===== src/design/dwrv_pkg.sv =====
// shared types and constants for the diffuse wall reflection velocity core
// no dependencies
package dwrv_pkg;

    localparam int UNIFORM_BITS  = 24;
    localparam int COUNT_BITS    = 32;
    localparam int SCALE_BITS    = 24;
    localparam int LOG_FRAC_BITS = 24;
    localparam int LOG_W         = 30;
    localparam int RAD_W         = 55;
    localparam int ROOT_W        = 28;
    localparam int SQ_W          = 56;
    localparam int VN_W          = 44;
    localparam int TV_W          = 46;
    localparam int ACC_W         = 64;
    localparam int ADDR_W        = 3;
    localparam int DATA_W        = 32;
    localparam int QUEUE_DEPTH   = 2;

    localparam logic [SCALE_BITS-1:0] SCALE_RESET = 24'd65536;
    localparam logic [30:0]           TWO_LN2_Q30 = 31'd1488522236;
    localparam logic                  REG_SCALE   = 1'b0;

    typedef struct packed {
        logic [UNIFORM_BITS-1:0] uniform_sample;
        logic signed [15:0]      gauss_first;
        logic signed [15:0]      gauss_second;
        logic signed [15:0]      normal_x;
        logic signed [15:0]      normal_y;
        logic signed [15:0]      normal_z;
        logic signed [15:0]      tan_a_x;
        logic signed [15:0]      tan_a_y;
        logic signed [15:0]      tan_a_z;
        logic signed [15:0]      tan_b_x;
        logic signed [15:0]      tan_b_y;
        logic signed [15:0]      tan_b_z;
    } in_item_t;

    typedef struct packed {
        logic signed [31:0] vel_x;
        logic signed [31:0] vel_y;
        logic signed [31:0] vel_z;
        logic [31:0]        collision_count;
    } out_item_t;

    typedef enum logic [9:0] {
        S_IDLE = 10'b0000000001,
        S_NORM = 10'b0000000010,
        S_LOG  = 10'b0000000100,
        S_RAD  = 10'b0000001000,
        S_SQRT = 10'b0000010000,
        S_VN   = 10'b0000100000,
        S_TA   = 10'b0001000000,
        S_TB   = 10'b0010000000,
        S_MAC  = 10'b0100000000,
        S_DONE = 10'b1000000000
    } state_t;

endpackage


===== src/design/dwrv_front.sv =====
// front end: accepts items, maps a zero uniform draw to one lsb, queues them
// depends on dwrv_pkg
module dwrv_front (
    input  logic               aclk,
    input  logic               aresetn,
    input  logic               s_valid,
    output logic               s_ready,
    input  dwrv_pkg::in_item_t s_item,
    output logic               q_valid,
    input  logic               q_ready,
    output dwrv_pkg::in_item_t q_item
);

    dwrv_pkg::in_item_t mem_reg [dwrv_pkg::QUEUE_DEPTH];
    logic       wr_ptr_reg, rd_ptr_reg;
    logic [1:0] count_reg;
    dwrv_pkg::in_item_t fixed;
    logic push, pop;

    always_comb begin
        fixed = s_item;
        if (s_item.uniform_sample == '0) begin
            fixed.uniform_sample = dwrv_pkg::UNIFORM_BITS'(1);
        end
    end

    assign s_ready = count_reg != 2'd2;
    assign q_valid = count_reg != 2'd0;
    assign q_item  = mem_reg[rd_ptr_reg];
    assign push    = s_valid && s_ready;
    assign pop     = q_valid && q_ready;

    always_ff @(posedge aclk) begin
        if (push) begin
            mem_reg[wr_ptr_reg] <= fixed;
        end
        if (!aresetn) begin
            wr_ptr_reg <= 1'b0;
            rd_ptr_reg <= 1'b0;
            count_reg  <= 2'd0;
        end else begin
            if (push) wr_ptr_reg <= ~wr_ptr_reg;
            if (pop) rd_ptr_reg <= ~rd_ptr_reg;
            count_reg <= count_reg + 2'(push) - 2'(pop);
        end
    end

endmodule


===== config.mk =====
export PLATFORM = sky130hd
export DESIGN_NAME = dwrv_front
export DESIGN_NICKNAME = d
export VERILOG_FILES = /design/src/design/dwrv_pkg.sv /design/src/design/dwrv_front.sv
export SDC_FILE = /design/constraint.sdc
export NUM_CORES = 1
export LEC_CHECK = 0
export ABC_AREA = 1
export BUFFER_PORTS_ARGS = -buffer_cell sky130_fd_sc_hd__buf_2
export CAP_MARGIN = 5
export CORE_ASPECT_RATIO = 0.6
export CORE_MARGIN = 2
export CORE_UTILIZATION = 45
export DETAILED_ROUTE_END_ITERATION = 8
export PLACE_DENSITY = 0.74
export SYNTH_ARGS = -nofsm -noshare
export SYNTH_HDL_FRONTEND = slang
export SYNTH_SLANG_ARGS = --single-unit

===== constraint.sdc =====
create_clock -name aclk -period 10.69 [get_ports aclk]
set_input_delay 1.6035 -clock aclk [delete_from_list [all_inputs] [get_ports aclk]]
set_output_delay 1.6035 -clock aclk [all_outputs]
set_load 0.03 [all_outputs]

# Word-level counts from Yosys, hierarchy flattened
# Memory sizes are Yosys's and may differ from the RTL's. A register that Yosys moved wholly into a read port is not among the register bits.
# Cells that the tools add are included.
# totals
reg_bits,4
latch_bits,0
ramBits,400
romBits,0
input_bits,204
out_inout_bits,202
wordCells,18
mem_count,1
# mem_list
memory,words,width,rd,rd_ports_with_merged_regs,write_ports,line_no,source
mem_reg,2,200,1,1,1,dwrv_front.sv:14,dwrv_pkg::in_item_t mem_reg [dwrv_pkg::QUEUE_DEPTH];
# op_classes
n_addsub,2
n_mul,0
div_mod_pow,0
magnitude_cmp,0
eq_ne,1
shifts,0
muxes,5
bitwise_logic,2
n_reduce_logical,4
# op_table
operator,count
24-bit zero test,1
24-bit two-way mux,1
1-bit two-way mux,4
2-bit by 1-bit adder with 2-bit output,1
1-bit logical AND,2
"2-bit != test, second input constant",1
1-bit inverter,2
2-bit nonzero test,1
2-bit by 1-bit subtractor with 2-bit output,1

# Logic depth before layout (Yosys ltp)
# Gate-level depths: netlist of run 1.
# depth
ltp_word,4
depth_mapped,11
depth_no_buf,11

# Least setup slack after synthesis of run 1
# No wires, ideal clock.
# synth_path
path_kind,input to register
startpoint,in s_valid
endpoint,"mem mem_reg[1][0] (netlist bit), enable pin"
setup_time_ns,0.766
arrival_ns,10.085
required_ns,9.924
slack_ns,-0.161
cell_stages,2
path_buffers,0
path_cell_list,nand2_1 nor2_1
# synth_between
elab_chain_len,3
# synth_lines
item,line_no,source
start: declaration,dwrv_front.sv:6,"input logic s_valid,"
1-bit logical AND,dwrv_front.sv:30,assign push = s_valid && s_ready;
1-bit two-way mux,dwrv_front.sv:34,if (push) begin
1-bit two-way mux (not written as such),dwrv_front.sv:35,mem_reg[wr_ptr_reg] <= fixed;
end: declaration,dwrv_front.sv:14,
# No other way between the ends.

==> parameters.txt, run 1 <==
Parameter                              Value

Floorplan
  Die height    approximately 150 um
  Chip Width    239.5 um
  Initial core utilization    0.4592
  Standard cell core area    around 33000 sq um
  Standard-cell row count    51
  Count of pins on the block boundary    406
  Floorplan die area    34790 sq um

STA
  Final setup vio count    0
  Setup clock skew after layout    0.01611 ns
  Tightest slew margin relative to the limit    0.2743
  Part of the cycle the worst path needs    0.4584
  Setup_tns    0 ns
  Slew @ Worst Pin    1.089 ns
  Final hold slack    0.4996 ns
  Final Max Slew Viols    0
  Number of hold violations in the final report    0
  Highest Clock Rate    0.2041 GHz
  Final worst-path setup slack    5.790 ns
  Final period demand of the worst path    4.900 ns
  RSZ-0062 raised after global routing    no

Critical path
  Startpoint of the lowest-slack register-to-register path    count_reg[0]
  Worst Setup Start Kind    flip-flop
  Max FO, Critical Path    60
  Worst Setup End Kind    primary output
  Start-to-end type of the worst setup path    reg -> out
  Data required, critical path    around 9.1 ns
  Crit path DAT    ~3.3 ns

GRT
  Antenna violations before repair    5
  Maximum number of pins on one net before global-route repair    80
  Via count of the first global-routing pass    between 8000 and 9000
  Remaining global-route overflow    0
  Overall track demand over capacity in global routing    0.1760
  First-pass GRT wire length    around 46000 um

Synth
  Unique masters post-synth    13
  Main combinational cell family by area after synthesis    multiplexers
  Post-synthesis share of cell area spent on xor and xnor gates    0.0005850
  Synth Area in Adders    0.0008357
  Sequential share of the synthesized area    0.8090
  Yosys warns    0
  Compound-Gate Fraction of Synth Area    0.0003343
  Net count after synthesis    910
  Syn Inst Count    705
  FF+latch count, synth    between 400 and 500
  Mux cell area share after synthesis    0.1504
  Area of the mapped netlist    roughly 15000 sq um
  Simple-gate share of the synthesized area    0.01120
  Mapped Avg Cell Area    around 21 sq um

Min path
  Worst min-delay path class    reg -> reg
  Start point of the worst hold path    rd_ptr_reg

Route
  DRC    0
  Final WL    31300 um
  First-pass iteration count of the detailed router    5
  Routed len/inst    19.63 um
  ANT nets after route    0
  Drt first-iter violations    446
  Overall via count from detail_route    7778
  Vias per cell    4.876

Placement
  Detailed placer's ending HPWL    between 20000 and 25000 um
  Routability cong.    0.7811
  Quantity of I/O buffers inserted on ports    between 400 and 500
  Cell area reported after detailed placement    17270 sq um
  Worst-case setup slack after placement    6.196 ns

CTS
  Number of CTS-inserted buffers    38
  Clock latency reported for the late side of the worst-skew pair    0.52 ns
  Root Driver    sky130_fd_sc_hd__clkbuf_16
  Post-cts resize count    0
  Clock tree from TritonCTS    yes
  H-Tree Level Count    2
  Number of buffers on the longest clock path    3
  Clock slew at reported path FFs    0.07 ns
  Post-CTS setup-driven buffer insertion count    0
  Cts-stage hold buffer count    0
  Clk sink count    405

Power
  Static leakage    0.006888 uW
  Total power divided by cell area    256.6 nW/um^2
  Worst IR drop on VDD    0.1542 mV

Finish
  Leading cell types in the layout, fill and taps excluded    405 x sky130_fd_sc_hd__buf_2, 400 x sky130_fd_sc_hd__edfxtp_1, 200 x sky130_fd_sc_hd__mux2_2
  Finished layout cell area    18520 sq um
  Filler instances    2502
  Layout cell share with drive strength beyond 1    0.5879
  Number of flip-flops in the largest register    400
  Area Overhead vs Synth    23.68%
  Final-stage net count    1320
  Most frequent standard cell in the layout excluding fill and tap cells    sky130_fd_sc_hd__buf_2

Job
  Count of maximum capacitance violations    0

Status
  Outcome    complete, no violations
-- cells in the mapped netlist --
cell / number / area (sq um)
sky130_fd_sc_hd__a21oi_1: 1 / 5.000
sky130_fd_sc_hd__buf_6: 2 / 22.52
sky130_fd_sc_hd__xnor2_1: 1 / 8.760
sky130_fd_sc_hd__inv_1: 8 / 30.03
sky130_fd_sc_hd__clkbuf_8: 20 / 275.3
sky130_fd_sc_hd__clkbuf_1: 23 / 86.33
sky130_fd_sc_hd__ha_1: 1 / 12.51
sky130_fd_sc_hd__nand3_1: 2 / 10.01
sky130_fd_sc_hd__edfxtp_1: 400 / 12010
sky130_fd_sc_hd__dfxtp_1: 5 / 100.1
sky130_fd_sc_hd__nand2_1: 18 / 67.56
sky130_fd_sc_hd__nor2_1: 24 / 90.09
sky130_fd_sc_hd__mux2_2: 200 / 2252
-- kinds of logic (layout without fill, tap and decap cells) --
logic type / Yosys count / after routing
DFF: 405 / 405
muxes: 200 / 200
buffers and inverters: 53 / 491
and+or+nand+nor: 44 / 44
adders and majority gates: 1 / 1
AOI/OAI and AO/OA: 1 / 1
xor gates and xnor gates: 1 / 1
other: 0 / 2
-- critical path: stages, from the launching register on --
cell and delay (ns):
sky130_fd_sc_hd__dfxtp_4 0.73, sky130_fd_sc_hd__buf_4 0.65, sky130_fd_sc_hd__buf_4 0.70, sky130_fd_sc_hd__mux2_2 0.42
sky130_fd_sc_hd__buf_2 0.18
-- report_power, final --
part	internal [uW]	switching [uW]
logic	433	880
registers	2020	73.0
clock network	793	557
total	3240	1510
-- layout make-up --
cell class,instances,area [sq um],area share
inverters,8,30.03,0.001622
clock inverters,21,235.2,0.01270
flip-flops and latches,405,12120,0.6543
multi-input cells,247,2461,0.1329
clock buffers,47,1006,0.05432
well taps,450,563.0,0.03041
diodes,2,5.005,0.0002703
repair buffers,415,2102,0.1135
-- final timing paths --
| kind | cells past startpoint | endpoint | slack, ns |
|---|---|---|---|
| worst max register to register | 6 | mem_reg[1][58] | 7.75 |
| worst min register to register | 2 | rd_ptr_reg | 0.50 |
| worst max-delay path | 4 | q_item[181] | 5.79 |
| worst min-delay path | 2 | rd_ptr_reg | 0.50 |
-- routing by layer --
metal  routed length [um]  vias to the layer above  global-route usage
met5                   34                        -                   0
met2                15020                      333              0.2894
met3                 2916                       64             0.05955
met1                12710                     3816              0.2245
met4                  619                        6             0.04469
li1                     -                     3559                   -
-- per-stage QoR --
step / util / instances / total power (uW)
floorplan: - / 705 / 3139
global placement: 0.5297 / 1525 / 3428
detailed placement: 0.5297 / 1525 / 3447
CTS: 0.5677 / 1593 / 4812
global route: 0.5677 / 1593 / 4953
finish: 0.5679 / 1595 / 4751
Note: power is estimated with default switching activity, not from simulation.
==> inputs of run 2 (changes only) <==
clock period = 4.5 ns   (was 10.69 ns; I/O delays follow)
==> parameters.txt, run 2 (same netlist as run 1, synthesis figures left out) <==
Parameter                              Value

Status
  Outcome    complete, no violations

GRT
  Via count of the first global-routing pass    8175 (+0.27%)
  First-pass GRT wire length    45710 um (-1.7%)
  Maximum number of pins on one net before global-route repair    140 (+75%)
  Antenna violations before repair    5 (unchanged)
  Overall track demand over capacity in global routing    0.1718 (-0.004192)
  Remaining global-route overflow    0 (unchanged)

CTS
  Cts-stage hold buffer count    0 (unchanged)
  Clock slew at reported path FFs    0.07 ns (about the same)
  Post-cts resize count    0 (unchanged)
  H-Tree Level Count    2 (unchanged)
  Clk sink count    405 (unchanged)
  Clock latency reported for the late side of the worst-skew pair    0.52 ns (about the same)
  Number of CTS-inserted buffers    38 (unchanged)
  Post-CTS setup-driven buffer insertion count    0 (unchanged)
  Number of buffers on the longest clock path    3 (unchanged)
  Root Driver    sky130_fd_sc_hd__clkbuf_16
  Clock tree from TritonCTS    yes

Finish
  Most frequent standard cell in the layout excluding fill and tap cells    sky130_fd_sc_hd__buf_2
  Leading cell types in the layout, fill and taps excluded    405 x sky130_fd_sc_hd__buf_2, 400 x sky130_fd_sc_hd__edfxtp_1, 200 x sky130_fd_sc_hd__mux2_2
  Layout cell share with drive strength beyond 1    0.5876 (about the same)
  End-of-flow core utilization    0.5686 (+0.0006530)
  Number of standard cells in the layout, taps in and fillers out    1597 (+0.13%)
  Final-stage net count    1319 (-0.076%)
  Finished layout cell area    18540 sq um (+0.11%)
  Filler instances    2484 (-0.72%)
  Area Overhead vs Synth    23.83%
  Number of flip-flops in the largest register    400 (unchanged)

STA
  Slew @ Worst Pin    0.9880 ns (-0.1005 ns)
  Final Max Slew Viols    0 (unchanged)
  Number of hold violations in the final report    0 (unchanged)
  Highest Clock Rate    0.3176 GHz
  Final setup vio count    0 (unchanged)
  RSZ-0062 raised after global routing    no
  Part of the cycle the worst path needs    0.6998
  Final period demand of the worst path    between 3 and 4 ns
  Tightest slew margin relative to the limit    0.3398 (+0.06547)
  Setup clock skew after layout    0.01517 ns (-0.0009426 ns)

Critical path
  Max FO, Critical Path    68 (+13%)
  Start-to-end type of the worst setup path    reg -> out
  Worst Setup Start Kind    flip-flop
  Crit path DAT    2.47 ns (-0.83 ns)
  Data required, critical path    3.83 ns (-5.26 ns)
  Worst Setup End Kind    primary output
  Startpoint of the lowest-slack register-to-register path    count_reg[0]

Route
  DRC    0 (unchanged)
  ANT nets after route    0 (unchanged)
  Vias per cell    4.855 (-0.43%)
  Drt first-iter violations    428 (-4.0%)
  Final WL    30560 um (-2.4%)
  Overall via count from detail_route    7754 (-0.31%)
  First-pass iteration count of the detailed router    4 (-1)
  Routed len/inst    19.14 um (-2.5%)

Placement
  Detailed placer's ending HPWL    20220 um (-3.1%)
  # placed instances    1524 (-0.066%)
  Routability cong.    0.7940 (+1.7%)
  Cell area reported after detailed placement    17350 sq um (+0.46%)
  Quantity of I/O buffers inserted on ports    405 (unchanged)

Floorplan
  Initial core utilization    0.4592 (unchanged)
  Floorplan die area    34790 sq um (unchanged)
  Chip Width    239.5 um (unchanged)
  Die height    145.3 um (unchanged)
  Standard-cell row count    51 (unchanged)
  Standard cell core area    32610 sq um (unchanged)
  Count of pins on the block boundary    406 (unchanged)

Power
  Combinational Power Share    0.285 (+0.009)
  Static leakage    0.006867 uW (-0.30%)
  Reg power frac    0.443 (+0.003)
  Worst IR drop on VDD    0.4024 mV (+160%)
  Total power divided by cell area    602.8 nW/um^2 (+130%)
  Proportion of power drawn by the clock network    0.272 (-0.012)
  Switch share    0.3243 (+0.006590)
  Int Pwr    7551 uW (+130%)
  Sw Pwr    3624 uW (+140%)

Job
  Count of maximum capacitance violations    0 (unchanged)

Min path
  Start point of the worst hold path    s_item[107]
  Worst min-delay path class    in -> reg
-- run 2: cell count changes in the layout (fill, tap and decap cells not counted), sizes merged --
cell	delta
diode	+3
bufinv	-3
clkbuf	-7
buf	-1
clkinvlp	+3
clkinv	+7
-- run 2: power by group through the flow --
stage                     logic (uW)  registers (uW)  clock network (uW)
after floorplan                 2420            5040                   0
after global placement          3190            5020                   0
after detailed placement        3210            5040                   0
after CTS                       3230            4960                3120
after global routing            3370            5010                3260
final                           3190            4950                3040
-- run 2: through the flow --
step           hold WS, ns  setup TNS [ns]  total power [uW]  setup slack, ns
2_1_floorplan       0.4669         -813.91              7456           -2.040
5_1_grt             0.3039               0             11630            1.209
3_3_place_gp        0.4828               0              8206            1.843
4_1_cts             0.3044               0             11310            1.281
3_5_place_dp        0.5036               0              8249            1.855
6_report            0.3381               0             11180            1.351
-- run 2: cell type report --
type / count / area (sq um) / share of cell area
flip-flops and latches: 405 / 12120 / 0.6535
multi-input cells: 247 / 2461 / 0.1328
repair buffers: 414 / 2182 / 0.1177
clock buffers: 40 / 979.7 / 0.05284
well taps: 450 / 563.0 / 0.03037
clock inverters: 28 / 195.2 / 0.01053
inverters: 8 / 30.03 / 0.001620
diodes: 5 / 12.51 / 0.0006749
-- run 2: worst max-delay path: stages, from the launching register on --
cell                      delay (ns)
sky130_fd_sc_hd__dfxtp_4        0.84
sky130_fd_sc_hd__buf_12         0.38
sky130_fd_sc_hd__mux2_2         0.42
sky130_fd_sc_hd__buf_2          0.19
-- run 2: routing by layer --
metal	part of all wire	global-route usage	up-vias
li1	-	-	3549
met1	0.41	0.2153	3851
met2	0.48	0.2811	297
met3	0.089	0.06107	55
met4	0.023	0.05125	2
met5	0.00043	0	-
-- run 2: path summary, 6_finish.rpt --
kind	endpoint	slack (ns)	cells after the start
max reg2reg	mem_reg[0][141]	2.27	5
max	q_item[132]	1.35	3
min reg2reg	rd_ptr_reg	0.51	2
min	mem_reg[1][107]	0.34	1
